### src/rtl/sba_pkg.sv
package sba_pkg;

  localparam int KIND_W = 2;
  localparam int PID_W  = 2;
  localparam int SEG_W  = 4;
  localparam int SIZE_W = 13;
  localparam int ADDR_W = 12;

  // Request kinds; the fourth code is refused.
  localparam logic [KIND_W-1:0] KIND_ALLOC  = 2'd0;
  localparam logic [KIND_W-1:0] KIND_FREE   = 2'd1;
  localparam logic [KIND_W-1:0] KIND_ACCESS = 2'd2;

  typedef enum logic [1:0] {
    RES_REFUSE = 2'd0,
    RES_ACCESS = 2'd1,
    RES_ALLOC  = 2'd2,
    RES_FREE   = 2'd3
  } res_t;

  typedef struct packed {
    logic clr_step;
    logic capture;
    logic seg_read;
    logic walk_start;
    logic walk_en;
    logic mark_step;
    logic commit_alloc;
    logic commit_free;
    logic finish;
    res_t res;
  } cmd_t;

  typedef struct packed {
    logic clr_last;
    logic refuse;
    logic is_alloc;
    logic is_free;
    logic alloc_bad;
    logic held;
    logic walk_hit;
    logic walk_fail;
    logic mark_last;
    logic out_busy;
  } sts_t;

endpackage

### src/rtl/sba_if.sv
interface sba_req_if;
  logic                           valid;
  logic                           ready;
  logic [sba_pkg::KIND_W-1:0]     kind;
  logic [sba_pkg::PID_W-1:0]      process_id;
  logic [sba_pkg::SEG_W-1:0]      segment;
  logic [sba_pkg::SIZE_W-1:0]     size_bytes;
  logic [sba_pkg::SIZE_W-1:0]     offset;

  modport source (output valid, kind, process_id, segment, size_bytes, offset, input ready);
  modport sink   (input valid, kind, process_id, segment, size_bytes, offset, output ready);
endinterface

interface sba_rsp_if;
  logic                           valid;
  logic                           ready;
  logic                           ok;
  logic [sba_pkg::ADDR_W-1:0]     base_address;
  logic [sba_pkg::SIZE_W-1:0]     segment_size;

  modport source (output valid, ok, base_address, segment_size, input ready);
  modport sink   (input valid, ok, base_address, segment_size, output ready);
endinterface

### src/rtl/sba_datapath.sv
module sba_datapath #(
  parameter int NUM_BLOCKS        = 64,
  parameter int BLOCK_BYTES       = 64,
  parameter int MAX_SEGMENT_BYTES = 4096,
  parameter int NUM_SEGMENTS      = 16,
  parameter int NUM_PROCESSES     = 4
) (
  input  logic                          clk,
  input  logic                          rst,
  input  logic [sba_pkg::KIND_W-1:0]    kind,
  input  logic [sba_pkg::PID_W-1:0]     process_id,
  input  logic [sba_pkg::SEG_W-1:0]     segment,
  input  logic [sba_pkg::SIZE_W-1:0]    size_bytes,
  input  logic [sba_pkg::SIZE_W-1:0]    offset,
  input  logic                          rsp_ready,
  output logic                          rsp_valid,
  output logic                          ok,
  output logic [sba_pkg::ADDR_W-1:0]    base_address,
  output logic [sba_pkg::SIZE_W-1:0]    segment_size,
  input  sba_pkg::cmd_t                 cmd,
  output sba_pkg::sts_t                 sts
);

  localparam int TABLE_DEPTH = NUM_PROCESSES * NUM_SEGMENTS;
  localparam int BW          = $clog2(NUM_BLOCKS);
  localparam int SW          = (TABLE_DEPTH > 1) ? $clog2(TABLE_DEPTH) : 1;
  localparam int CLR_N       = (NUM_BLOCKS > TABLE_DEPTH) ? NUM_BLOCKS : TABLE_DEPTH;
  localparam int CW          = $clog2(CLR_N);
  localparam int RW          = $clog2(8191 + BLOCK_BYTES + 1);
  localparam int SZ          = sba_pkg::SIZE_W;

  typedef struct packed {
    logic used;
    logic head;
    logic tail;
  } blk_t;

  typedef struct packed {
    logic [BW-1:0] base;
    logic [SZ-1:0] size;
  } seg_t;

  blk_t blk_mem [NUM_BLOCKS];
  seg_t seg_mem [TABLE_DEPTH];

  logic [sba_pkg::KIND_W-1:0] req_kind;
  logic [sba_pkg::PID_W-1:0]  req_pid;
  logic [sba_pkg::SEG_W-1:0]  req_seg;
  logic [SZ-1:0]              req_size;
  logic [SZ-1:0]              req_offset;
  logic [SW-1:0]              slot;

  seg_t          seg_rd;
  blk_t          blk_rd;
  logic [BW-1:0] blk_rd_idx;
  logic          blk_rd_vld;
  logic [BW:0]   scan_idx;
  logic [RW-1:0] run_bytes;
  logic [BW-1:0] run_start;
  logic          first;
  logic [BW-1:0] base_blk;
  logic [BW-1:0] end_blk;
  logic [BW-1:0] mark_idx;
  logic [CW-1:0] clr_idx;

  logic          is_alloc;
  logic          is_free;
  logic [RW-1:0] run_next;
  logic [BW-1:0] start_next;
  logic          at_last;
  logic          hit_a;
  logic          fail_a;
  logic          hit_f;
  logic          fail_f;
  logic          hit;
  logic          fail;
  logic          issue;
  logic          blk_we;
  logic [BW-1:0] blk_waddr;
  blk_t          blk_wdata;
  logic          seg_we;
  logic [SW-1:0] seg_waddr;
  seg_t          seg_wdata;
  logic [31:0]   base_prod;

  assign is_alloc = (req_kind == sba_pkg::KIND_ALLOC);
  assign is_free  = (req_kind == sba_pkg::KIND_FREE);

  // Scan step: reset the run on a used block, else grow it by one block.
  assign run_next   = blk_rd.used ? '0 : run_bytes + RW'(BLOCK_BYTES);
  assign start_next = (run_bytes == '0) ? blk_rd_idx : run_start;
  assign at_last    = (blk_rd_idx == BW'(NUM_BLOCKS - 1));
  assign hit_a      = blk_rd_vld && !blk_rd.used && (run_next >= RW'(req_size));
  assign fail_a     = blk_rd_vld && !hit_a && at_last;
  assign fail_f     = blk_rd_vld && first && !blk_rd.head;
  assign hit_f      = blk_rd_vld && !fail_f && (blk_rd.tail || at_last);
  assign hit        = is_alloc ? hit_a : hit_f;
  assign fail       = is_alloc ? fail_a : fail_f;
  assign issue      = cmd.walk_en && !hit && !fail && (int'(scan_idx) < NUM_BLOCKS);

  always_comb begin
    blk_we    = 1'b0;
    blk_waddr = mark_idx;
    blk_wdata = '0;
    if (cmd.clr_step) begin
      blk_we    = (int'(clr_idx) < NUM_BLOCKS);
      blk_waddr = clr_idx[BW-1:0];
    end else if (cmd.mark_step) begin
      blk_we    = 1'b1;
      blk_wdata = '{used: 1'b1, head: (mark_idx == base_blk), tail: (mark_idx == end_blk)};
    end else if (cmd.walk_en && is_free && blk_rd_vld && !fail_f) begin
      blk_we    = 1'b1;
      blk_waddr = blk_rd_idx;
    end
  end

  always_comb begin
    seg_we    = 1'b0;
    seg_waddr = slot;
    seg_wdata = '0;
    if (cmd.clr_step) begin
      seg_we    = (int'(clr_idx) < TABLE_DEPTH);
      seg_waddr = clr_idx[SW-1:0];
    end else if (cmd.commit_alloc) begin
      seg_we    = 1'b1;
      seg_wdata = '{base: base_blk, size: req_size};
    end else if (cmd.commit_free) begin
      seg_we    = 1'b1;
    end
  end

  always_ff @(posedge clk) begin
    if (blk_we) begin
      blk_mem[blk_waddr] <= blk_wdata;
    end
    if (issue) begin
      blk_rd <= blk_mem[scan_idx[BW-1:0]];
    end
    if (seg_we) begin
      seg_mem[seg_waddr] <= seg_wdata;
    end
    if (cmd.seg_read) begin
      seg_rd <= seg_mem[slot];
    end
  end

  always_ff @(posedge clk) begin
    if (cmd.capture) begin
      req_kind   <= kind;
      req_pid    <= process_id;
      req_seg    <= segment;
      req_size   <= size_bytes;
      req_offset <= offset;
      slot       <= SW'(int'(process_id) * NUM_SEGMENTS + int'(segment));
    end
    if (cmd.walk_start) begin
      scan_idx  <= is_alloc ? '0 : {1'b0, seg_rd.base};
      run_bytes <= '0;
      first     <= 1'b1;
    end else begin
      if (issue) begin
        scan_idx   <= scan_idx + 1'b1;
        blk_rd_idx <= scan_idx[BW-1:0];
      end
      if (blk_rd_vld && cmd.walk_en) begin
        first     <= 1'b0;
        run_bytes <= run_next;
        run_start <= start_next;
      end
    end
    if (cmd.walk_en && is_alloc && hit_a) begin
      base_blk <= start_next;
      end_blk  <= blk_rd_idx;
      mark_idx <= start_next;
    end else if (cmd.mark_step) begin
      mark_idx <= mark_idx + 1'b1;
    end
    if (cmd.finish) begin
      case (cmd.res)
        sba_pkg::RES_ACCESS: begin
          ok           <= (seg_rd.size != '0) && (req_offset <= seg_rd.size);
          base_address <= '0;
          segment_size <= '0;
        end
        sba_pkg::RES_ALLOC: begin
          ok           <= 1'b1;
          base_address <= base_prod[sba_pkg::ADDR_W-1:0];
          segment_size <= req_size;
        end
        sba_pkg::RES_FREE: begin
          ok           <= 1'b1;
          base_address <= '0;
          segment_size <= '0;
        end
        default: begin
          ok           <= 1'b0;
          base_address <= '0;
          segment_size <= '0;
        end
      endcase
    end
  end

  assign base_prod = 32'(base_blk) * 32'(BLOCK_BYTES);

  always_ff @(posedge clk) begin
    if (rst) begin
      blk_rd_vld <= 1'b0;
      clr_idx    <= '0;
      rsp_valid  <= 1'b0;
    end else begin
      blk_rd_vld <= issue;
      if (cmd.clr_step) begin
        clr_idx <= clr_idx + 1'b1;
      end
      if (cmd.finish) begin
        rsp_valid <= 1'b1;
      end else if (rsp_ready) begin
        rsp_valid <= 1'b0;
      end
    end
  end

  always_comb begin
    sts.clr_last  = (clr_idx == CW'(CLR_N - 1));
    sts.refuse    = (int'(req_pid) >= NUM_PROCESSES) || (int'(req_seg) >= NUM_SEGMENTS) ||
                    !(is_alloc || is_free || (req_kind == sba_pkg::KIND_ACCESS));
    sts.is_alloc  = is_alloc;
    sts.is_free   = is_free;
    sts.held      = (seg_rd.size != '0);
    sts.alloc_bad = (req_size == '0) || (int'(req_size) > MAX_SEGMENT_BYTES) ||
                    (seg_rd.size != '0);
    sts.walk_hit  = hit;
    sts.walk_fail = fail;
    sts.mark_last = (mark_idx == end_blk);
    sts.out_busy  = rsp_valid && !rsp_ready;
  end

endmodule

### src/rtl/sba_ctrl.sv
module sba_ctrl (
  input  logic          clk,
  input  logic          rst,
  input  logic          req_valid,
  output logic          req_ready,
  input  sba_pkg::sts_t sts,
  output sba_pkg::cmd_t cmd
);

  typedef enum logic [7:0] {
    ST_CLEAR  = 8'b0000_0001,
    ST_IDLE   = 8'b0000_0010,
    ST_LOOKUP = 8'b0000_0100,
    ST_CHECK  = 8'b0000_1000,
    ST_WALK   = 8'b0001_0000,
    ST_MARK   = 8'b0010_0000,
    ST_COMMIT = 8'b0100_0000,
    ST_DONE   = 8'b1000_0000
  } state_t;

  state_t        state;
  state_t        state_next;
  sba_pkg::res_t res;
  sba_pkg::res_t res_next;

  assign req_ready = (state == ST_IDLE);

  always_comb begin
    state_next = state;
    res_next   = res;
    cmd        = '0;
    cmd.res    = res;
    case (state)
      ST_CLEAR: begin
        cmd.clr_step = 1'b1;
        if (sts.clr_last) begin
          state_next = ST_IDLE;
        end
      end
      ST_IDLE: begin
        if (req_valid) begin
          cmd.capture = 1'b1;
          state_next  = ST_LOOKUP;
        end
      end
      ST_LOOKUP: begin
        if (sts.refuse) begin
          res_next   = sba_pkg::RES_REFUSE;
          state_next = ST_DONE;
        end else begin
          cmd.seg_read = 1'b1;
          state_next   = ST_CHECK;
        end
      end
      ST_CHECK: begin
        if (sts.is_alloc) begin
          if (sts.alloc_bad) begin
            res_next   = sba_pkg::RES_REFUSE;
            state_next = ST_DONE;
          end else begin
            cmd.walk_start = 1'b1;
            state_next     = ST_WALK;
          end
        end else if (sts.is_free) begin
          if (!sts.held) begin
            res_next   = sba_pkg::RES_REFUSE;
            state_next = ST_DONE;
          end else begin
            cmd.walk_start = 1'b1;
            state_next     = ST_WALK;
          end
        end else begin
          res_next   = sba_pkg::RES_ACCESS;
          state_next = ST_DONE;
        end
      end
      ST_WALK: begin
        cmd.walk_en = 1'b1;
        if (sts.walk_fail) begin
          res_next   = sba_pkg::RES_REFUSE;
          state_next = ST_DONE;
        end else if (sts.walk_hit) begin
          state_next = sts.is_alloc ? ST_MARK : ST_COMMIT;
        end
      end
      ST_MARK: begin
        cmd.mark_step = 1'b1;
        if (sts.mark_last) begin
          state_next = ST_COMMIT;
        end
      end
      ST_COMMIT: begin
        if (sts.is_alloc) begin
          cmd.commit_alloc = 1'b1;
          res_next         = sba_pkg::RES_ALLOC;
        end else begin
          cmd.commit_free = 1'b1;
          res_next        = sba_pkg::RES_FREE;
        end
        state_next = ST_DONE;
      end
      ST_DONE: begin
        if (!sts.out_busy) begin
          cmd.finish = 1'b1;
          state_next = ST_IDLE;
        end
      end
      default: begin
        state_next = ST_IDLE;
      end
    endcase
  end

  always_ff @(posedge clk) begin
    if (rst) begin
      state <= ST_CLEAR;
      res   <= sba_pkg::RES_REFUSE;
    end else begin
      state <= state_next;
      res   <= res_next;
    end
  end

  ast_capture_to_lookup: assert property (@(posedge clk) disable iff (rst)
    cmd.capture |=> (state == ST_LOOKUP))
    else $error("request capture did not lead to table lookup");

  ast_mark_to_commit: assert property (@(posedge clk) disable iff (rst)
    (state == ST_MARK && sts.mark_last) |=> (state == ST_COMMIT))
    else $error("marking pass did not end in commit");

  ast_done_release: assert property (@(posedge clk) disable iff (rst)
    (state == ST_DONE && !sts.out_busy) |=> (state == ST_IDLE))
    else $error("result not handed to output register");

  ast_commit_res: assert property (@(posedge clk) disable iff (rst)
    (state == ST_COMMIT) |=> (state == ST_DONE && res != sba_pkg::RES_REFUSE))
    else $error("commit produced a refusal");

endmodule

### src/rtl/segment_block_allocator.sv
// Segment block allocator: first-fit contiguous allocation of fixed-size
// blocks to per-process segment slots.
//
// Channels: req (sink) carries kind, process_id, segment, size_bytes and
// offset; rsp (source) returns one result per request: ok, base_address and
// segment_size. A transfer happens on a clock edge with valid and ready high.
//
// Sequence: a request is taken, then looked up and checked. Access and refusals
// of bad requests finish there, an unknown kind already at lookup. Allocate
// scans the block bitmap one block per cycle through the block memory read
// port, then marks one block per cycle for the blocks granted; free walks its
// blocks one per cycle. A failing scan or walk is refused; one request is
// in service at a time.
//
// Reset: rst (synchronous) starts a clearing pass that zeroes the bitmap and
// segment table; req.ready stays low until it ends.
// Stall: the result sits in an output register; a new request is taken
// while it waits, but the next result holds until rsp.ready takes the last.
module segment_block_allocator #(
  parameter int NUM_BLOCKS        = 64,
  parameter int BLOCK_BYTES       = 64,
  parameter int MAX_SEGMENT_BYTES = 4096,
  parameter int NUM_SEGMENTS      = 16,
  parameter int NUM_PROCESSES     = 4
) (
  input logic       clk,
  input logic       rst,
  sba_req_if.sink   req,
  sba_rsp_if.source rsp
);

  sba_pkg::cmd_t cmd;
  sba_pkg::sts_t sts;

  // Controller: sequences clear, lookup, scan/walk, mark and commit.
  sba_ctrl u_ctrl (
    .clk       (clk),
    .rst       (rst),
    .req_valid (req.valid),
    .req_ready (req.ready),
    .sts       (sts),
    .cmd       (cmd)
  );

  // Datapath: request registers, block and segment memories, output register.
  sba_datapath #(
    .NUM_BLOCKS        (NUM_BLOCKS),
    .BLOCK_BYTES       (BLOCK_BYTES),
    .MAX_SEGMENT_BYTES (MAX_SEGMENT_BYTES),
    .NUM_SEGMENTS      (NUM_SEGMENTS),
    .NUM_PROCESSES     (NUM_PROCESSES)
  ) u_datapath (
    .clk          (clk),
    .rst          (rst),
    .kind         (req.kind),
    .process_id   (req.process_id),
    .segment      (req.segment),
    .size_bytes   (req.size_bytes),
    .offset       (req.offset),
    .rsp_ready    (rsp.ready),
    .rsp_valid    (rsp.valid),
    .ok           (rsp.ok),
    .base_address (rsp.base_address),
    .segment_size (rsp.segment_size),
    .cmd          (cmd),
    .sts          (sts)
  );

endmodule

### src/flat_wrapper.sv
// flat-port wrapper written by rule: the top's interface ports become plain ports
module segment_block_allocator_flat 
#(
  parameter int NUM_BLOCKS        = 64,
  parameter int BLOCK_BYTES       = 64,
  parameter int MAX_SEGMENT_BYTES = 4096,
  parameter int NUM_SEGMENTS      = 16,
  parameter int NUM_PROCESSES     = 4
)
  (clk, rst, req_valid, req_kind, req_process_id, req_segment, req_size_bytes, req_offset, req_ready, rsp_valid, rsp_ok, rsp_base_address, rsp_segment_size, rsp_ready);
  sba_req_if req_i ();
  sba_rsp_if rsp_i ();
  input logic clk;
  input logic rst;
  input wire logic [$bits(req_i.valid)-1:0] req_valid;
  input wire logic [$bits(req_i.kind)-1:0] req_kind;
  input wire logic [$bits(req_i.process_id)-1:0] req_process_id;
  input wire logic [$bits(req_i.segment)-1:0] req_segment;
  input wire logic [$bits(req_i.size_bytes)-1:0] req_size_bytes;
  input wire logic [$bits(req_i.offset)-1:0] req_offset;
  output wire logic [$bits(req_i.ready)-1:0] req_ready;
  output wire logic [$bits(rsp_i.valid)-1:0] rsp_valid;
  output wire logic [$bits(rsp_i.ok)-1:0] rsp_ok;
  output wire logic [$bits(rsp_i.base_address)-1:0] rsp_base_address;
  output wire logic [$bits(rsp_i.segment_size)-1:0] rsp_segment_size;
  input wire logic [$bits(rsp_i.ready)-1:0] rsp_ready;
  assign req_i.valid = req_valid;
  assign req_i.kind = req_kind;
  assign req_i.process_id = req_process_id;
  assign req_i.segment = req_segment;
  assign req_i.size_bytes = req_size_bytes;
  assign req_i.offset = req_offset;
  assign req_ready = req_i.ready;
  assign rsp_valid = rsp_i.valid;
  assign rsp_ok = rsp_i.ok;
  assign rsp_base_address = rsp_i.base_address;
  assign rsp_segment_size = rsp_i.segment_size;
  assign rsp_i.ready = rsp_ready;
  segment_block_allocator #(.NUM_BLOCKS(NUM_BLOCKS), .BLOCK_BYTES(BLOCK_BYTES), .MAX_SEGMENT_BYTES(MAX_SEGMENT_BYTES), .NUM_SEGMENTS(NUM_SEGMENTS), .NUM_PROCESSES(NUM_PROCESSES)) u_core (.clk(clk), .rst(rst), .req(req_i), .rsp(rsp_i));
endmodule
### config.mk
export PLATFORM = sky130hd
export DESIGN_NAME = segment_block_allocator_flat
export DESIGN_NICKNAME = d
export VERILOG_FILES = /design/src/rtl/sba_pkg.sv /design/src/rtl/sba_if.sv /design/src/rtl/sba_datapath.sv /design/src/rtl/sba_ctrl.sv /design/src/rtl/segment_block_allocator.sv /design/src/flat_wrapper.sv
export SDC_FILE = /design/constraint.sdc
export NUM_CORES = 2
export LEC_CHECK = 0
export BUFFER_PORTS_ARGS = -buffer_cell sky130_fd_sc_hd__buf_2
export CAP_MARGIN = 0
export CELL_PAD_IN_SITES_DETAIL_PLACEMENT = 1
export CELL_PAD_IN_SITES_GLOBAL_PLACEMENT = 1
export CORE_MARGIN = 10
export CORE_UTILIZATION = 51
export DETAILED_ROUTE_END_ITERATION = 16
export GPL_ROUTABILITY_DRIVEN = 1
export PLACE_DENSITY_LB_ADDON = 0.1
export REMOVE_ABC_BUFFERS = 1
export SYNTH_ARGS = -nofsm -noshare
export SYNTH_HDL_FRONTEND = slang
export SYNTH_SLANG_ARGS = --single-unit
### constraint.sdc
create_clock -name clk -period 6 [get_ports clk]
set_input_delay 0.3 -clock clk [delete_from_list [all_inputs] [get_ports clk]]
set_output_delay 0.3 -clock clk [all_outputs]
set_load 0.01 [all_outputs]
# Word level (Yosys, flattened, before mapping)
# Memories as Yosys holds them, arrays and structs flattened. A register that Yosys moved wholly into a read port is not among the register bits.
# Cells that the tools add are included.
[totals] memories=2 ff_bits=130 ramBits=1408 input_bits=38 wordCells=171
[op_classes] reduce_logical=44 n_addsub=5 n_mux=68 n_eq_ne=26 order_cmp=4 bitwise_logic=1
[mem_list] name="u_core.u_datapath.seg_mem" words=64 word_bits=19 rd=1 rd_ports_with_merged_regs=1 write_ports=1 line_no="sba_datapath.sv:44" source="seg_t seg_mem [TABLE_DEPTH];"
[mem_list] name="u_core.u_datapath.blk_mem" words=64 word_bits=3 rd=1 rd_ports_with_merged_regs=1 write_ports=1 line_no="sba_datapath.sv:43" source="blk_t blk_mem [NUM_BLOCKS];"
[ops] operator="$mux 8" count=11
[ops] operator="$pmux 8 s8" count=1
[ops] operator="$mux 6" count=8
[ops] operator="$mux 19" count=2
[ops] operator="$mux 1" count=31
[ops] operator="$mux 7" count=3
[ops] operator="$logic_and 1x1->1" count=19
[ops] operator="$add 14x7->14 const B" count=1
[ops] operator="$ge 14x13->1" count=1
[ops] operator="$logic_not 14->1" count=1
[ops] operator="$mux 14" count=1
[ops] operator="$mux 2" count=7
[ops] operator="$gt 13x13->1 const B" count=1
[ops] operator="$le 13x13->1" count=1
[ops] operator="$logic_not 13->1" count=1
[ops] operator="$reduce_bool 13->1" count=1
[ops] operator="$add 6x1->6 const B" count=2
[ops] operator="$eq 6x6->1" count=2
[ops] operator="$eq 6x6->1 const B" count=2
[ops] operator="$reduce_and 5->1" count=2
[ops] operator="$eq 8x1->1 const B" count=1
[ops] operator="$eq 8x2->1 const B" count=1
[ops] operator="$eq 8x3->1 const B" count=1
[ops] operator="$eq 8x4->1 const B" count=1
[ops] operator="25 further kinds" count=46

# Logic depth before layout (Yosys ltp)
[depth] ltp_word=13 ltp_mapped=13

# Cells and area by module
# From an unflattened synthesis, not the netlist that was laid out.
[hier_totals] cells_unflattened=2922 area_unflattened_um2=61188.7
[by_module_without_submodules] module="sba_datapath" cells_each=2849 area_per_inst_um2=60559.3 n_inst=1
[by_module_without_submodules] module="sba_ctrl" cells_each=73 area_per_inst_um2=629.4 n_inst=1

# Least setup slack after synthesis
# OpenSTA, ideal clock, no wires.
[synth_path] path_type="register to register" from="register u_core.u_ctrl.state[1]" to="memory u_core.u_datapath.blk_mem[0][1] in the netlist's numbering, data pin" path_stages_with_launch=6 setup_slack_ps=101 arrival_ps=5036 required_ps=5137 synth_period_minus_slack_ps=5899 setup_time_ps=863 cell_sequence="dfxtp_1 or4_4 buf_6 nor3_1 nand3b_1 nor4_1"
[synth_lines] item="start: declaration" line_no="sba_ctrl.sv:21" source="state_t state;"
[synth_lines] item="start signal: assignment" line_no="sba_ctrl.sv:119" source="state <= state_next;"
[synth_lines] item="end: declaration" line_no="sba_datapath.sv:43"

# Worst setup path after layout
[layout_path] from="register u_core.u_ctrl.state[1]" to="memory u_core.u_datapath.seg_mem[0][9] in the netlist's numbering (enable)"
[layout_between] elab_chain_cells=7
[layout_rtl] item="$eq 8x7->1" line_no="sba_ctrl.sv:33" source="case (state)"
[layout_rtl] item="$mux 2" line_no="sba_ctrl.sv:33"
[layout_rtl] item="$mux 1" line_no="sba_datapath.sv:127" source="end else if (cmd.commit_free) begin"
[layout_rtl] item="$mux 1" line_no="sba_datapath.sv:124" source="end else if (cmd.commit_alloc) begin"
[layout_rtl] item="$mux 1" line_no="sba_datapath.sv:121" source="if (cmd.clr_step) begin"
[layout_rtl] item="$mux 1" line_no="sba_datapath.sv:139" source="if (seg_we) begin"
[layout_rtl] item="$mux 1 (not written as such)" line_no="sba_datapath.sv:140" source="seg_mem[seg_waddr] <= seg_wdata;"
[layout_rtl] item="end: declaration" line_no="sba_datapath.sv:44"
# Several ways; a longest one is shown, not always the timed one.

==> flow_summary_export.csv <==
group,metric,value,unit
outcome,status,"finished, final reports clean",
die,initial_core_util,51.56,%
route,wirelength,159300,um
timing,hold_viol_final,0,
timing,setup_ws,1.423,ns
timing,tns,0,ns
timing,finalSetupViolCount,0,
timing,worst_pin_slew,1.309,ns
finish,syn2layout_area_growth,13.16,%
route,post_drt_wl_per_cell,33.57,um
clock_network,cts.clk_slew.worst_paths,0.06,ns
synth,synth_cell_types,63,
die,dieArea,0.1341,mm^2
finish,fin_cells,4744,
die,die_h,366.2,um
timing,fmax,218.5,MHz
placement,place_ws,1.479,ns
global_route,grtUsageTotal,23.71,%
clock_network,clock_path_buffers,3,
finish,utilization,58.34,%
global_route,grt_pass1_vias,31035,
route,first_iter_violations,3569,
setup_path,worstPathArrival,4.97,ns
setup_path,critPathCaptureType,"register",
die,core,0.1186,mm^2
timing,slew_headroom,12.71,%
die,rows,126,
timing,drv_slew,0,
finish,nFillCells,9848,
worst_hold_path,min_path_cells,4,
route,postRouteAntennaNets,0,
die,ioPinCount,66,
setup_path,path_max_fanout,19,
clock_network,cts-root-buf,"clkbuf_16",
placement,gp_congestion,0.8399,
placement,place_inst,4410,
pwr,p_leak,19.45,nW
setup_path,r2r.worst_path.cells,5,
synth,synthFlopType,"edfxtp_1",
timing,period_needed,4.577,ns
clock_network,clock-sinks,1554,
setup_path,worstSetupStartpointType,"register",
pwr,vdd.ir_drop.worst,0.3095,mV
finish,drive_gt1_share,29.03,%
placement,io_buffers,59,
timing,rsz0062_at_grt,"no",
route,drc,0,
setup_path,slowest_stage,"nor2_2",
clock_network,cts_tree,"done",
worst_hold_path,min_path_type,"in -> reg",
clock_network,htree_num_levels,4,
timing,timing.final.crit_share,76.28,%
synth,postSynthCellCount,2833,
placement,dp_hpwl,97050,um
clock_network,clock_latency,0.81,ns
finish,nNetsFinal,3076,
synth,yosysSeqAreaShare,75.80,%
finish,multiInputGateArea,0.01435,mm^2
die,fp.dieW,366.2,um
finish,layout_commonest_cell,"edfxtp_1",
pwr,power,0.02262,W
synth,avgSynthCellArea,21.58,um^2
timing,fin_worst_skew,0.03480,ns
synth,yosys_register_bits,1554,
route,firstDrtPassIters,5,
setup_path,path_class,"reg -> reg",
clock_network,numCtsBuffers,159,
synth,synthArstFlopShare,0,%
global_route,grt_max_degree,104,
global_route,grt_antenna_before_repair,7,
setup_path,slowest_delay,1.09,ns
setup_path,timing.critical_path.cells,"or4_4 > or4_1 > o31ai_1 > nand3_1 > nor2_2",
setup_path,required,6.39,ns
pwr,pwr_density_cell,327.0,mW/mm^2
route,vias,29732,
job,drv_cap,0,
global_route,grt_pass1_wl,230700,um
synth,synth_edf_count,1521,
route,routed_via_density,6.267,
finish,layout_common_cells,"edfxtp_1, mux4_2, clkbuf_16",
global_route,grt_overflow,0,
synth,yosysWarnings,0,
synth,syn_area,0.06112,mm^2
finish,ff_latch_area,0.04633,mm^2
cells in the mapped netlist, types with 10 or more instances:
library cell  count  area, um^2
nor4_1           10       62.56
xor2_1           17       148.9
ha_1             31       387.9
o21ai_0          22       110.1
mux4_2          440        9910
dfxtp_1          33       660.6
nor3_1           11       55.05
and3_1           24       150.1
clkbuf_1         98       367.9
a21oi_1          28       140.1
edfxtp_1       1521       45670
xnor2_1          13       113.9
and2_1           31       193.9
nand2_1          82       307.8
nor2b_1          19       118.9
nand3_1          32       160.2
buf_1            35       131.4
nor2_1          170       638.1
a22oi_1          44       330.3
inv_1            38       142.6
nand3_4          13       227.7
kinds of logic (layout without fill, tap and decap cells):
family	count (synthesis)	count (layout)	synth area share, %
compound gates	137	137	1.591
xor+xnor	30	30	0.4299
fa+ha+maj	31	31	0.6346
buf+inv	180	484	1.169
flops	1554	1554	75.80
mux	455	455	16.58
other cells	1	8	0.006135
simple gates	445	445	3.787
per-layer routing:
metal / track usage, % / part of all wire [%]
met1: 34.17 / 42
met2: 37.46 / 48
met3: 4.573 / 7.9
met4: 5.964 / 2.1
met5: 0 / 0
power breakdown:
part | switching (W) | total [W] | internal (W)
clock network | 0.00416 | 0.00986 | 0.00570
registers | 0.0000626 | 0.0120 | 0.0119
logic | 0.000528 | 0.000746 | 0.000218
worst max-delay path: cells and delay by family (launching register included):
kind	cells	cell delay (ns)
and+or+nand+nor	4	3.19
DFF	1	0.34
AOI/OAI and AO/OA	1	0.60
worst paths after layout:
kind / from / end / slack (ns)
worst max-delay path: u_core.u_ctrl.state[1] / u_core.u_datapath.seg_mem[0][9] / 1.42
worst min-delay path: req_valid / u_core.u_ctrl.state[4] / 0.11
worst max register to register: u_core.u_ctrl.state[1] / u_core.u_datapath.seg_mem[0][9] / 1.42
worst min register to register: u_core.u_datapath.run_bytes[3] / u_core.u_datapath.run_bytes[3] / 0.48
layout make-up:
class                      count  area share [%]
sequential                  1554           66.99
multi-input combinational   1104           20.74
clock buffer                 204           6.177
tap                         1600           2.894
timing repair buffer         150           1.653
clock inverter                92           1.335
inverter                      38          0.2062
antenna                        2        0.007235
metrics by stage:
stage	cell area, um^2	hold WS (ns)
after floorplan	60570	0.3691
after global placement	63610	0.4676
after detailed placement	63610	0.4647
after CTS	69170	0.04140
after global routing	69170	0.1299
final	69170	0.1098
registers in the layout, summed over array words and instances (netlist names), 3 cells and up:
name / count
u_core.u_datapath.segment_size: 13
u_core.u_datapath.blk_rd_idx: 6
u_core.u_datapath.end_blk: 6
u_core.u_datapath.base_address: 6
u_core.u_ctrl.state: 8
u_core.u_datapath.seg_mem: 1216
u_core.u_datapath.req_offset: 13
u_core.u_datapath.run_bytes: 14
u_core.u_datapath.blk_mem: 192
u_core.u_datapath.slot: 6
u_core.u_datapath.base_blk: 6
u_core.u_datapath.run_start: 6
u_core.u_datapath.clr_idx: 6
u_core.u_datapath.scan_idx: 7
u_core.u_datapath.mark_idx: 6
u_core.u_datapath.blk_rd: 3
u_core.u_datapath.req_size: 13
u_core.u_datapath.seg_rd: 19
repair_timing:
item                                   4_1_cts  5_1_grt
gates resized for setup                      0        0
setup endpoints to repair                    0        0
setup buffers                                0        0
endpoints found under the hold margin       51        0
hold buffers                                36        0
Power figures use the tool's default switching activity.
